**src/sv/mcs_pkg.sv**
```systemverilog
`default_nettype none
package mcs_pkg;
  localparam logic [1:0] ModeAdd   = 2'd0;
  localparam logic [1:0] ModeClear = 2'd1;
  localparam logic [1:0] ModeRun   = 2'd2;

  localparam logic [6:0] NodeCountReset = 7'd64;
  localparam logic [1:0] AddrNodeCount  = 2'd0;

  // color table marker for a node not yet colored
  localparam logic [6:0] Uncolored = 7'd127;

  // controller to datapath commands
  typedef struct packed {
    logic add;       // set one adjacency bit
    logic clr_row;   // clear adjacency row at sweep index
    logic init;      // init run state at sweep index
    logic scan;      // search scan: read weight and flag of node j
    logic pick;      // commit pick of round i
    logic upd;       // weight update: read weight of node j
    logic col_ord;   // start coloring node i: read its search order entry
    logic col_rd;    // latch row of node being colored
    logic col_chk;   // coloring check: read color of neighbor j
    logic col_emit;  // write color of node i, emit result
    logic rst_j;     // reset inner counter
    logic inc_j;     // step inner counter
    logic rst_i;     // reset outer counter
    logic inc_i;     // step outer counter
  } mcs_cmd_t;

  typedef struct packed {
    logic j_last;    // inner counter at last index
    logic i_last;    // outer counter at last index
    logic empty;     // active node count is zero
  } mcs_sts_t;
endpackage
`default_nettype wire

```
**src/sv/mcs_ctrl.sv**
```systemverilog
`default_nettype none
module mcs_ctrl (
  input  wire logic              clk_i,
  input  wire logic              rst_ni,
  input  wire logic              start_i,
  input  wire logic [1:0]        mode_i,
  input  wire logic              sweep_i,
  output logic                   busy_o,
  output mcs_pkg::mcs_cmd_t      cmd_o,
  input  wire mcs_pkg::mcs_sts_t sts_i
);
  localparam logic [3:0] SIdle    = 4'd0;
  localparam logic [3:0] SClr     = 4'd1;
  localparam logic [3:0] SInit    = 4'd2;
  localparam logic [3:0] SScan    = 4'd3;
  localparam logic [3:0] SScanEnd = 4'd4;
  localparam logic [3:0] SPick    = 4'd5;
  localparam logic [3:0] SUpd     = 4'd6;
  localparam logic [3:0] SCOrd    = 4'd7;
  localparam logic [3:0] SCRd     = 4'd8;
  localparam logic [3:0] SChk     = 4'd9;
  localparam logic [3:0] SChkEnd  = 4'd10;
  localparam logic [3:0] SEmit    = 4'd11;

  logic [3:0] state_q, state_d;
  logic go;
  assign go = start_i && (state_q == SIdle);
  assign busy_o = (state_q != SIdle);

  // reset enters the clear sweep so the store starts empty
  always_ff @(posedge clk_i or negedge rst_ni) begin
    if (!rst_ni) state_q <= SClr;
    else state_q <= state_d;
  end

  always_comb begin
    state_d = state_q;
    cmd_o = '0;
    unique case (state_q)
      SIdle: begin
        cmd_o.rst_i = 1'b1;
        cmd_o.rst_j = 1'b1;
        if (go) begin
          unique case (mode_i)
            mcs_pkg::ModeAdd:   cmd_o.add = 1'b1;
            mcs_pkg::ModeClear: state_d = SClr;
            mcs_pkg::ModeRun:   state_d = SInit;
            default: ;
          endcase
        end
      end
      SClr: begin
        cmd_o.clr_row = 1'b1;
        cmd_o.inc_i = 1'b1;
        if (sweep_i) state_d = SIdle;
      end
      SInit: begin
        cmd_o.init = 1'b1;
        cmd_o.inc_i = 1'b1;
        if (sweep_i) begin
          cmd_o.inc_i = 1'b0;
          cmd_o.rst_i = 1'b1;
          state_d = sts_i.empty ? SIdle : SScan;
        end
      end
      SScan: begin
        cmd_o.scan = 1'b1;
        cmd_o.inc_j = 1'b1;
        if (sts_i.j_last) begin
          cmd_o.inc_j = 1'b0;
          cmd_o.rst_j = 1'b1;
          state_d = SScanEnd;
        end
      end
      // last scan read is compared here
      SScanEnd: state_d = SPick;
      SPick: begin
        cmd_o.pick = 1'b1;
        state_d = SUpd;
      end
      SUpd: begin
        cmd_o.upd = 1'b1;
        cmd_o.inc_j = 1'b1;
        if (sts_i.j_last) begin
          cmd_o.inc_j = 1'b0;
          cmd_o.rst_j = 1'b1;
          if (sts_i.i_last) begin
            cmd_o.rst_i = 1'b1;
            state_d = SCOrd;
          end else begin
            cmd_o.inc_i = 1'b1;
            state_d = SScan;
          end
        end
      end
      SCOrd: begin
        cmd_o.col_ord = 1'b1;
        state_d = SCRd;
      end
      SCRd: begin
        cmd_o.col_rd = 1'b1;
        state_d = SChk;
      end
      SChk: begin
        cmd_o.col_chk = 1'b1;
        cmd_o.inc_j = 1'b1;
        if (sts_i.j_last) begin
          cmd_o.inc_j = 1'b0;
          cmd_o.rst_j = 1'b1;
          state_d = SChkEnd;
        end
      end
      // last neighbor color is folded in here
      SChkEnd: state_d = SEmit;
      SEmit: begin
        cmd_o.col_emit = 1'b1;
        if (sts_i.i_last) state_d = SIdle;
        else begin
          cmd_o.inc_i = 1'b1;
          state_d = SCOrd;
        end
      end
      default: state_d = SIdle;
    endcase
  end
endmodule
`default_nettype wire

```
**config.mk**
```make
export PLATFORM = sky130hd
export DESIGN_NAME = mcs_ctrl
export DESIGN_NICKNAME = d
export VERILOG_FILES = /design/src/sv/mcs_pkg.sv /design/src/sv/mcs_ctrl.sv
export SDC_FILE = /design/constraint.sdc
export NUM_CORES = 1
export LEC_CHECK = 0
export BUFFER_PORTS_ARGS = -buffer_cell sky130_fd_sc_hd__buf_4
export CAP_MARGIN = 20
export CORE_AREA = 5 5 44 46
export DETAILED_ROUTE_END_ITERATION = 10
export DIE_AREA = 0 0 49 51
export MAX_ROUTING_LAYER = met4
export PLACE_DENSITY = 0.7
export SLEW_MARGIN = 20
export SYNTH_ARGS = -nofsm -noshare
export SYNTH_HDL_FRONTEND = slang
export SYNTH_SLANG_ARGS = --single-unit
```
**constraint.sdc**
```tcl
create_clock -name clk_i -period 1.51 [get_ports clk_i]
set_input_delay 0.2265 -clock clk_i [delete_from_list [all_inputs] [get_ports clk_i]]
set_output_delay 0.2265 -clock clk_i [all_outputs]
set_load 0.05 [all_outputs]
```
==> results.sh, run 1 <==
export IMPL_outcome="did not finish"
export IMPL_flow_stopped_at="global routing (5_1_grt)"
export IMPL_error="[ERROR DPL-0038] Utilization greater than 100%, impossible to legalize"
export IMPL_seq_area_frac_synth_pct=17.5
export IMPL_syn_area_um2=578
export IMPL_worst_endpoint_pin_kind="top-level output"
export IMPL_pre_cts_slack_ns=-0.251
export IMPL_root_buffer="clkbuf_4"
export IMPL_port_buffers=23
export IMPL_synthDistinctLibCells=33
export IMPL_dp_hpwl_um=1500
export IMPL_chipWidth_um=49
export IMPL_syn_inst=75
export IMPL_yosysWarnings=0
export IMPL_initial_core_util_pct=39.3
export IMPL_cts_buffers=3
export IMPL_place_congestion=0.800
export IMPL_place_area_um2=991
export IMPL_crit_endpoint="cmd_o[2]"
export IMPL_fp_dieH_um=51
export IMPL_rows=14
export IMPL_avgSynthCellArea_um2=7.71
export IMPL_synth_area_leaders="dfrtp_1 (13%), and3_1 (9.7%), ha_1 (8.7%), mux2_1 (7.8%), a21oi_1 (5.2%)"
export IMPL_cts_buffer_depth=2
export IMPL_synth_largest_area_cell="dfrtp_1"
export IMPL_cts_max_level=1
export IMPL_clock_sinks=4
export IMPL_synth_top_area_share_pct=13.0
export IMPL_grt_start_max_net_pins=10
export IMPL_syn_nets=88
export IMPL_ios=24
export IMPL_ys_ff_latch=4
## kinds of logic after synthesis
| logic type | after synthesis | synth area share [%] |
|---|---|---|
| AO/OA/AOI/OAI | 19 | 21.4 |
| flip-flops | 4 | 17.5 |
| AND/OR/NAND/NOR | 33 | 33.1 |
| multiplexers | 5 | 10.4 |
| buffers and inverters | 9 | 7.36 |
| adder cells (fa/ha/maj) | 4 | 8.66 |
| XOR/XNOR | 1 | 1.52 |
## metrics by stage
stage | instances | hold WS (ns) | utilization, %
after floorplan | 75 | -0.0691 | -
after global placement | 130 | 0.0232 | 67.3
after detailed placement | 130 | 0.0236 | 67.3
after CTS | 146 | 0.314 | 90.4
## cells in the mapped netlist
master / count
dfstp_2: 1
o21bai_1: 1
a222oi_1: 1
clkbuf_1: 2
inv_1: 5
nand3b_1: 1
a21oi_2: 1
xor2_1: 1
nor3b_1: 1
a21oi_1: 6
nor2b_1: 4
mux2_4: 1
a31oi_1: 1
nand2_1: 3
buf_2: 1
ha_1: 4
o21ai_0: 6
dfrtp_1: 3
nor2_2: 1
mux2_1: 4
o221ai_1: 1
or2_2: 1
a221o_1: 1
nor4b_1: 1
nand3_1: 1
and3_1: 9
nor2_1: 5
nor3_1: 1
o22ai_2: 1
nand2b_1: 3
and3b_1: 1
buf_6: 1
and2_1: 1
## timing repair
action,CTS
endpoints found under the setup margin,19
setup buffers,12
pin swaps,11
hold buffers,1
resized for setup,55
endpoints found under the hold margin,4
==> run 2: changes to the inputs <==
CORE_AREA = 5 5 66 68   (was 5 5 44 46)
DIE_AREA = 0 0 71 73   (was 0 0 49 51)
MAX_ROUTING_LAYER = not set   (was met4)
PLACE_DENSITY = not set   (was 0.7)
PLACE_DENSITY_LB_ADDON = 0.15   (was not set)
clock period = 2 ns   (was 1.51 ns; I/O delays follow)
==> results.sh, run 2 <==
export IMPL_outcome="complete, no violations"
export IMPL_grt_start_max_net_pins=12
export IMPL_r2r_cells=5
export IMPL_port_buffers=23
export IMPL_cts_max_level=1
export IMPL_final_util_pct=27.3
export IMPL_setup_violations=0
export IMPL_drc=0
export IMPL_initial_core_util_pct=15.2
export IMPL_fin_skew_ns=0.00372
export IMPL_fin_setup_tns_ns=0
export IMPL_maxSlewViolCount=0
export IMPL_core_area_um2=3800
export IMPL_syn_area_um2=578
export IMPL_syn2layout_area_growth_pct=79.7
export IMPL_syn_nets=88
export IMPL_grt_antenna_before_repair=0
export IMPL_crit_fanout=7
export IMPL_r2r_end="state_q[1]"
export IMPL_power_w=0.00182
export IMPL_p_leak_nw=0.485
export IMPL_critPathKind="flop to primary output"
export IMPL_root_buffer="clkbuf_8"
export IMPL_cp_arrival_ns=1.64
export IMPL_insertedDiodeCount=0
export IMPL_rsz0062_at_grt="yes"
export IMPL_fin_crit_ns=1.94
export IMPL_max_stage_delay_ns=0.67
export IMPL_multi_input_area_um2=518
export IMPL_dieArea_um2=5180
export IMPL_synth_top_area_share_pct=13.0
export IMPL_yosysWarnings=0
export IMPL_cts_buffers=3
export IMPL_syn_inst=75
export IMPL_startpoint="state_q[0]"
export IMPL_powerDensity_nw_per_um2=1760
export IMPL_hold_viol=0
export IMPL_rows=23
export IMPL_hp_class="primary input to async pin"
export IMPL_seq_area_um2=105
export IMPL_grt_pass1_wl_um=3330
export IMPL_critical_path_slowest_cell="dfstp_4"
export IMPL_antenna_left=0
export IMPL_endpoint="cmd_o[1]"
export IMPL_regToRegStartpoint="state_q[0]"
export IMPL_nets=126
export IMPL_crit_required_ns=1.70
export IMPL_ff2ff_setup_slack_ns=0.19
export IMPL_start_kind="flop"
export IMPL_clkSlewWorstSetupHoldPaths_ns=0.03
export IMPL_largest_reg_flops=4
export IMPL_avgSynthCellArea_um2=7.71
export IMPL_cp_end_kind="primary output"
export IMPL_final_common_cell="buf_4"
export IMPL_dp_hpwl_um=1520
export IMPL_crit_chain="nor2b_4 -> and3_4 -> a222oi_1 -> inv_2 -> buf_8"
export IMPL_path_delay_family="flip-flops"
export IMPL_synthDistinctLibCells=33
export IMPL_synth_most_common_cell="and3_1"
export IMPL_wl_um=1940
export IMPL_holdWs_ns=0.420
export IMPL_top_register="state_q"
export IMPL_seq_area_frac_synth_pct=17.5
export IMPL_period_share_pct=96.8
export IMPL_grt_usage_pct=7.88
export IMPL_drive_gt1_share_pct=55.4
export IMPL_clock_latency_ns=0.21
export IMPL_irDropWorstVdd_uv=475
export IMPL_slew_headroom_pct=72.0
export IMPL_routedWlPerCell_um=12.0
export IMPL_place_congestion=0.735
export IMPL_synth_edf_count=0
export IMPL_final_cell_mix="buf_4 (33), and3_1 (6), a21oi_1 (6), o21ai_0 (5)"
export IMPL_crit_cells=5
export IMPL_reg_top3="state_q: 4 flops"
export IMPL_maxCapViolations=0
export IMPL_num_vias=687
export IMPL_timing_fmax_ghz=0.517
export IMPL_synth_largest_area_cell="dfrtp_1"
export IMPL_drtPass1Iterations=4
export IMPL_synth_common_cells="and3_1 (9), a21oi_1 (6), o21ai_0 (6), inv_1 (5), nor2_1 (5)"
export IMPL_vias_per_cell=4.24
export IMPL_grt_pass1_vias=695
export IMPL_synth_area_leaders="dfrtp_1 (13%), and3_1 (9.7%), ha_1 (8.7%), mux2_1 (7.8%), a21oi_1 (5.2%)"
export IMPL_fillerInstances=442
export IMPL_chipWidth_um=71
export IMPL_path_buf_inv=2
export IMPL_ys_flop_type="dfrtp_1"
export IMPL_cts_buffer_depth=2
export IMPL_ys_ff_latch=4
export IMPL_synthArstFlopShare_pct=100
export IMPL_cts_tree="built"
export IMPL_drt_iter0_drc=51
export IMPL_ios=24
export IMPL_max_slew_worst_pin_slew_ns=0.419
export IMPL_grt_overflow=0
export IMPL_fp_dieH_um=73
export IMPL_clock_sinks=4
[run 2: worst min path at each step]
stage	slack [ns]	cells past startpoint	endpoint	from
4_1_cts	0.42	2	state_q[3]	rst_ni
5_1_grt	0.44	2	state_q[3]	rst_ni
3_5_place_dp	0.1	1	state_q[3]	rst_ni
3_3_place_gp	0.1	1	state_q[3]	rst_ni
2_1_floorplan	0.004	0	state_q[1]	rst_ni
6_report	0.42	2	state_q[2]	rst_ni
[run 2: power by group]
part           internal [W]  switching [W]  total, W
Sequential         0.000128      0.0000466  0.000174
Combinational      0.000602       0.000873   0.00148
Clock              0.000136      0.0000396  0.000176
Total              0.000865       0.000959   0.00182
[run 2: timing repair]
item                                    in CTS  in global routing
hold buffers                                 1                  0
pin swaps                                    1                  3
endpoints found under the hold margin        3                  0
gates cloned                                 0                  0
endpoints found under the setup margin       2                  3
resized for setup                            4                 12
buffers inserted                             3                  2
[run 2: cell families after synthesis]
| family | synth area share, % |
|---|---|
| buffers and inverters | 7.36 |
| xor gates and xnor gates | 1.52 |
| adders and majority gates | 8.66 |
| DFF | 17.5 |
| muxes | 10.4 |
| and+or+nand+nor | 33.1 |
| AOI/OAI and AO/OA | 21.4 |
[run 2: metrics by stage]
| stage | std cells | area [µm²] | worst slack [ns] |
|---|---|---|---|
| 6_report | 162 | 1040 | 0.0639 |
| 3_3_place_gp | 152 | 890 | 0.144 |
| 4_1_cts | 160 | 977 | -0.00752 |
| 2_1_floorplan | 75 | 618 | -0.0876 |
| 3_5_place_dp | 152 | 890 | 0.135 |
| 5_1_grt | 162 | 1040 | -0.0336 |
[run 2: area by class of cell]
type / count / area share (%)
clock buffers: 4 / 4.34
inverters: 5 / 1.81
multi-input cells: 62 / 49.9
flip-flops and latches: 4 / 10.1
well taps: 50 / 6.02
repair buffers: 37 / 27.8
[run 2: metal layers]
metal	part of all wire, %	vias to the layer above	routed length, µm	track usage, %
met3	4.2	0	81	2.20
met1	47	330	917	10.4
met5	0	-	0	0
li1	-	343	-	-
met4	0	0	0	1.25
met2	48	14	939	13.1
No activity file was read; power rests on OpenSTA's default activity.
==> run 3: changes to the inputs <==
BUFFER_PORTS_ARGS = -buffer_cell sky130_fd_sc_hd__buf_2   (was -buffer_cell sky130_fd_sc_hd__buf_4)
==> results.sh, run 3 (same netlist as run 2, synthesis figures left out) <==
export IMPL_dp_hpwl_um=1490
export IMPL_insertedDiodeCount=0
export IMPL_grt_pass1_vias=655
export IMPL_grt_antenna_before_repair=0
export IMPL_root_buffer="clkbuf_8"
export IMPL_maxCapViolations=0
export IMPL_period_share_pct=97.5
export IMPL_ff2ff_setup_slack_ns=0.14
export IMPL_grt_pass1_wl_um=3060
export IMPL_antenna_left=0
export IMPL_ios=24
export IMPL_fp_dieH_um=73
export IMPL_final_util_pct=26.5
export IMPL_startpoint="state_q[2]"
export IMPL_port_buffers=23
export IMPL_fin_skew_ns=0.00495
export IMPL_stdcell_count=160
export IMPL_grt_usage_pct=7.37
export IMPL_fin_area_um2=1010
export IMPL_clkSlewWorstSetupHoldPaths_ns=0.03
export IMPL_wl_um=1910
export IMPL_drive_gt1_share_pct=57.3
export IMPL_critPathKind="flop to primary output"
export IMPL_p_leak_nw=0.474
export IMPL_r2r_cells=5
export IMPL_cts_buffer_depth=2
export IMPL_setup_ws_ns=0.0498
export IMPL_grt_overflow=0
export IMPL_endpoint="cmd_o[2]"
export IMPL_drt_iter0_drc=33
export IMPL_pre_cts_slack_ns=0.119
export IMPL_vias_per_cell=4.18
export IMPL_place_area_um2=832
export IMPL_outcome="complete, no violations"
export IMPL_fin_setup_tns_ns=0
export IMPL_setup_violations=0
export IMPL_syn2layout_area_growth_pct=74.0
export IMPL_routedWlPerCell_um=11.9
export IMPL_regToRegStartpoint="state_q[0]"
export IMPL_core_area_um2=3800
export IMPL_largest_reg_flops=4
export IMPL_chipWidth_um=71
export IMPL_cts_tree="built"
export IMPL_final_common_cell="buf_2"
export IMPL_maxSlewViolCount=0
export IMPL_grt_start_max_net_pins=11
export IMPL_initial_core_util_pct=15.2
export IMPL_fin_crit_ns=1.95
export IMPL_clock_sinks=4
export IMPL_final_cell_mix="buf_2 (16), buf_4 (15), and3_1 (6), a21oi_1 (5)"
export IMPL_place_congestion=0.743
export IMPL_irDropWorstVdd_uv=473
export IMPL_r2r_end="state_q[3]"
export IMPL_drtPass1Iterations=4
export IMPL_cts_buffers=3
export IMPL_num_vias=668
export IMPL_cp_arrival_ns=1.65
export IMPL_place_inst=152
export IMPL_powerDensity_nw_per_um2=1810
export IMPL_crit_required_ns=1.70
export IMPL_hold_viol=0
export IMPL_top_register="state_q"
export IMPL_clock_latency_ns=0.21
export IMPL_nets=124
export IMPL_fillerInstances=433
export IMPL_dieArea_um2=5180
export IMPL_max_slew_worst_pin_slew_ns=0.357
export IMPL_cp_end_kind="primary output"
export IMPL_crit_fanout=6
export IMPL_rows=23
export IMPL_drc=0
export IMPL_timing_fmax_ghz=0.513
export IMPL_start_kind="flop"
export IMPL_slew_headroom_pct=76.2
export IMPL_reg_top3="state_q: 4 flops"
export IMPL_hp_class="primary input to async pin"
export IMPL_cts_max_level=1
run 3: worst min-delay path by stage:
| stage | startpoint | depth (start not counted) | to |
|---|---|---|---|
| after global placement | rst_ni | 1 | state_q[3] |
| after floorplan | rst_ni | 0 | state_q[1] |
| after detailed placement | rst_ni | 1 | state_q[2] |
| after global routing | rst_ni | 2 | state_q[3] |
| final | rst_ni | 2 | state_q[2] |
| after CTS | rst_ni | 2 | state_q[2] |
run 3: through the flow:
| stage | power, W | hold WS (ns) |
|---|---|---|
| global route | 0.00195 | 0.433 |
| global placement | 0.00143 | 0.111 |
| finish | 0.00182 | 0.415 |
| floorplan | 0.00112 | 0.00441 |
| detailed placement | 0.00142 | 0.110 |
| CTS | 0.00172 | 0.415 |
run 3: metal layers:
metal	GRT usage, %	vias up	share of wire (%)
met3	2.48	0	5.1
met1	9.23	309	46
met5	0	-	0
li1	-	343	-
met2	12.5	16	49
met4	1.25	0	0
run 3: worst max-delay path: stages (launching register included):
cell     delay, ns
dfrtp_1       0.42
ha_4          0.18
buf_4         0.15
mux2_4        0.28
a21oi_4       0.17
nor2_2        0.04
buf_4         0.18
run 3: layout make-up:
class	instances	area (µm²)	share of cell area (%)
multi-input cells	62	537	53.4
repair buffers	35	234	23.3
flip-flops and latches	4	106	10.6
well taps	50	62.6	6.22
clock buffers	4	45.0	4.48
inverters	5	21.3	2.11
run 3: repair_timing:
item,CTS,global route
hold endpoints to repair,3,0
hold buffers,1,0
gates resized for setup,15,18
setup endpoints to repair,2,12
setup buffers,3,0
pin swaps,1,4
run 3: report_power, final:
part           total (W)  switching, W  internal, W
Clock           0.000174     0.0000383     0.000136
Combinational    0.00144      0.000860     0.000582
Sequential      0.000200     0.0000711     0.000129
==> run 4: changes to the inputs <==
CORE_AREA = 2 2 63 65   (was 5 5 66 68)
DIE_AREA = 0 0 65 67   (was 0 0 71 73)
==> results.sh, run 4 (same netlist as run 2, synthesis figures left out) <==
export IMPL_outcome="finished with violations"
export IMPL_violations="negative setup slack"
export IMPL_cp_end_kind="primary output"
export IMPL_syn2layout_area_growth_pct=70.8
export IMPL_powerDensity_nw_per_um2=1800
export IMPL_vias_per_cell=4.20
export IMPL_dieArea_um2=4360
export IMPL_drive_gt1_share_pct=55.4
export IMPL_grt_overflow=0
export IMPL_antenna_left=0
export IMPL_final_cell_mix="buf_2 (18), buf_4 (15), and3_1 (6), a21oi_1 (6), o21ai_0 (5)"
export IMPL_drc=0
export IMPL_path_delay_family="flip-flops"
export IMPL_period_share_pct=101
export IMPL_crit_required_ns=1.70
export IMPL_place_congestion=0.743
export IMPL_maxSlewViolCount=0
export IMPL_max_slew_worst_pin_slew_ns=0.412
export IMPL_cts_tree="built"
export IMPL_rows=22
export IMPL_core_area_um2=3610
export IMPL_reg_top3="state_q: 4 flops"
export IMPL_clock_latency_ns=0.22
export IMPL_fin_skew_ns=0.00220
export IMPL_grt_pass1_vias=656
export IMPL_r2r_end="state_q[3]"
export IMPL_cts_max_level=1
export IMPL_cts_buffers=3
export IMPL_largest_reg_flops=4
export IMPL_fillerInstances=392
export IMPL_clock_sinks=4
export IMPL_nets=126
export IMPL_num_vias=672
export IMPL_initial_core_util_pct=16.0
export IMPL_critPathKind="flop to primary output"
export IMPL_grt_start_max_net_pins=12
export IMPL_ios=24
export IMPL_path_buf_inv=2
export IMPL_grt_antenna_before_repair=0
export IMPL_critical_path_slowest_cell="dfstp_2"
export IMPL_drt_iter0_drc=19
export IMPL_irDropWorstVdd_uv=359
export IMPL_maxCapViolations=0
export IMPL_slew_headroom_pct=72.5
export IMPL_chipWidth_um=65
export IMPL_cp_arrival_ns=1.72
export IMPL_grt_usage_pct=8.91
export IMPL_routedWlPerCell_um=11.2
export IMPL_pre_cts_slack_ns=0.0583
export IMPL_hp_class="primary input to async pin"
export IMPL_hold_viol=0
export IMPL_port_buffers=23
export IMPL_grt_pass1_wl_um=3010
export IMPL_power_w=0.00177
export IMPL_fin_crit_ns=2.02
export IMPL_root_buffer="clkbuf_8"
export IMPL_final_common_cell="buf_2"
export IMPL_top_register="state_q"
export IMPL_wl_um=1790
export IMPL_r2r_cells=5
export IMPL_fp_dieH_um=67
export IMPL_insertedDiodeCount=0
export IMPL_start_kind="flop"
export IMPL_clkSlewWorstSetupHoldPaths_ns=0.03
export IMPL_timing_fmax_ghz=0.495
export IMPL_cts_buffer_depth=2
export IMPL_crit_chain="buf_4 -> mux2_4 -> a21oi_4 -> nor2_2 -> buf_4"
export IMPL_max_stage_delay_ns=0.63
export IMPL_regToRegStartpoint="state_q[0]"
export IMPL_drtPass1Iterations=4
export IMPL_cp_common_cell="buf_4"
export IMPL_setup_ws_ns=-0.0211
export IMPL_rsz0062_at_grt="yes"
export IMPL_crit_fanout=8
export IMPL_ff2ff_setup_slack_ns=0.11
export IMPL_p_leak_nw=0.480
export IMPL_setup_violations=1
export IMPL_dp_hpwl_um=1480
-- run 4: per-layer routing --
| layer | GRT usage (%) | routed length (µm) | up-vias |
|---|---|---|---|
| li1 | - | - | 343 |
| met1 | 11.5 | 854 | 316 |
| met2 | 14.4 | 869 | 13 |
| met3 | 1.52 | 70 | 0 |
| met4 | 3.99 | 0 | 0 |
| met5 | 0 | 0 | - |
-- run 4: timing repair --
item | CTS | global route
pin swaps | 3 | 3
endpoints found under the setup margin | 4 | 5
gates resized for setup | 7 | 11
buffers inserted | 2 | 2
hold buffers | 1 | 0
hold endpoints to repair | 3 | 0
-- run 4: area by class of cell --
type                    instances  area (µm²)  share of cell area (%)
well taps                      48        60.1                    6.08
clock buffers                   4        45.0                    4.56
multi-input cells              62         519                    52.6
repair buffers                 37         243                    24.6
inverters                       5        18.8                    1.90
flip-flops and latches          4         101                    10.3
-- run 4: power by group --
| part | internal [W] | switching [W] | total, W | leakage [nW] |
|---|---|---|---|---|
| registers | 0.000121 | 0.0000500 | 0.000171 | 0.0505 |
| clock network | 0.000136 | 0.0000411 | 0.000177 | 0.0228 |
| logic | 0.000564 | 0.000862 | 0.00143 | 0.407 |
| total | 0.000821 | 0.000953 | 0.00177 | 0.480 |
-- run 4: worst register-to-register path: stages, from the launching register on --
cell and delay (ns):
dfstp_2 0.63, buf_4 0.17, mux2_4 0.31, a21oi_4 0.17, o22ai_2 0.14, mux2_1 0.34
-- run 4: how the worst max path moves through the flow --
stage / startpoint / endpoint / slack [ns] / cells after the start
floorplan: state_q[2] / cmd_o[13] / -0.09 / 5
global placement: state_q[2] / state_q[3] / 0.11 / 6
detailed placement: state_q[2] / state_q[2] / 0.06 / 6
CTS: state_q[3] / cmd_o[1] / -0.004 / 7
global route: state_q[2] / cmd_o[1] / -0.08 / 6
finish: state_q[0] / cmd_o[2] / -0.02 / 5
-- run 4: through the flow --
stage               instance area (µm²)  hold slack, ns  cells  setup TNS [ns]  utilization (%)
finish                              987           0.415    160         -0.0211             27.4
global route                        987           0.420    160          -0.226             27.4
CTS                                 927           0.411    158        -0.00397             25.7
detailed placement                  837           0.111    151               0             23.2
global placement                    837           0.110    151               0             23.2
floorplan                           618         0.00441     75         -0.0896                -
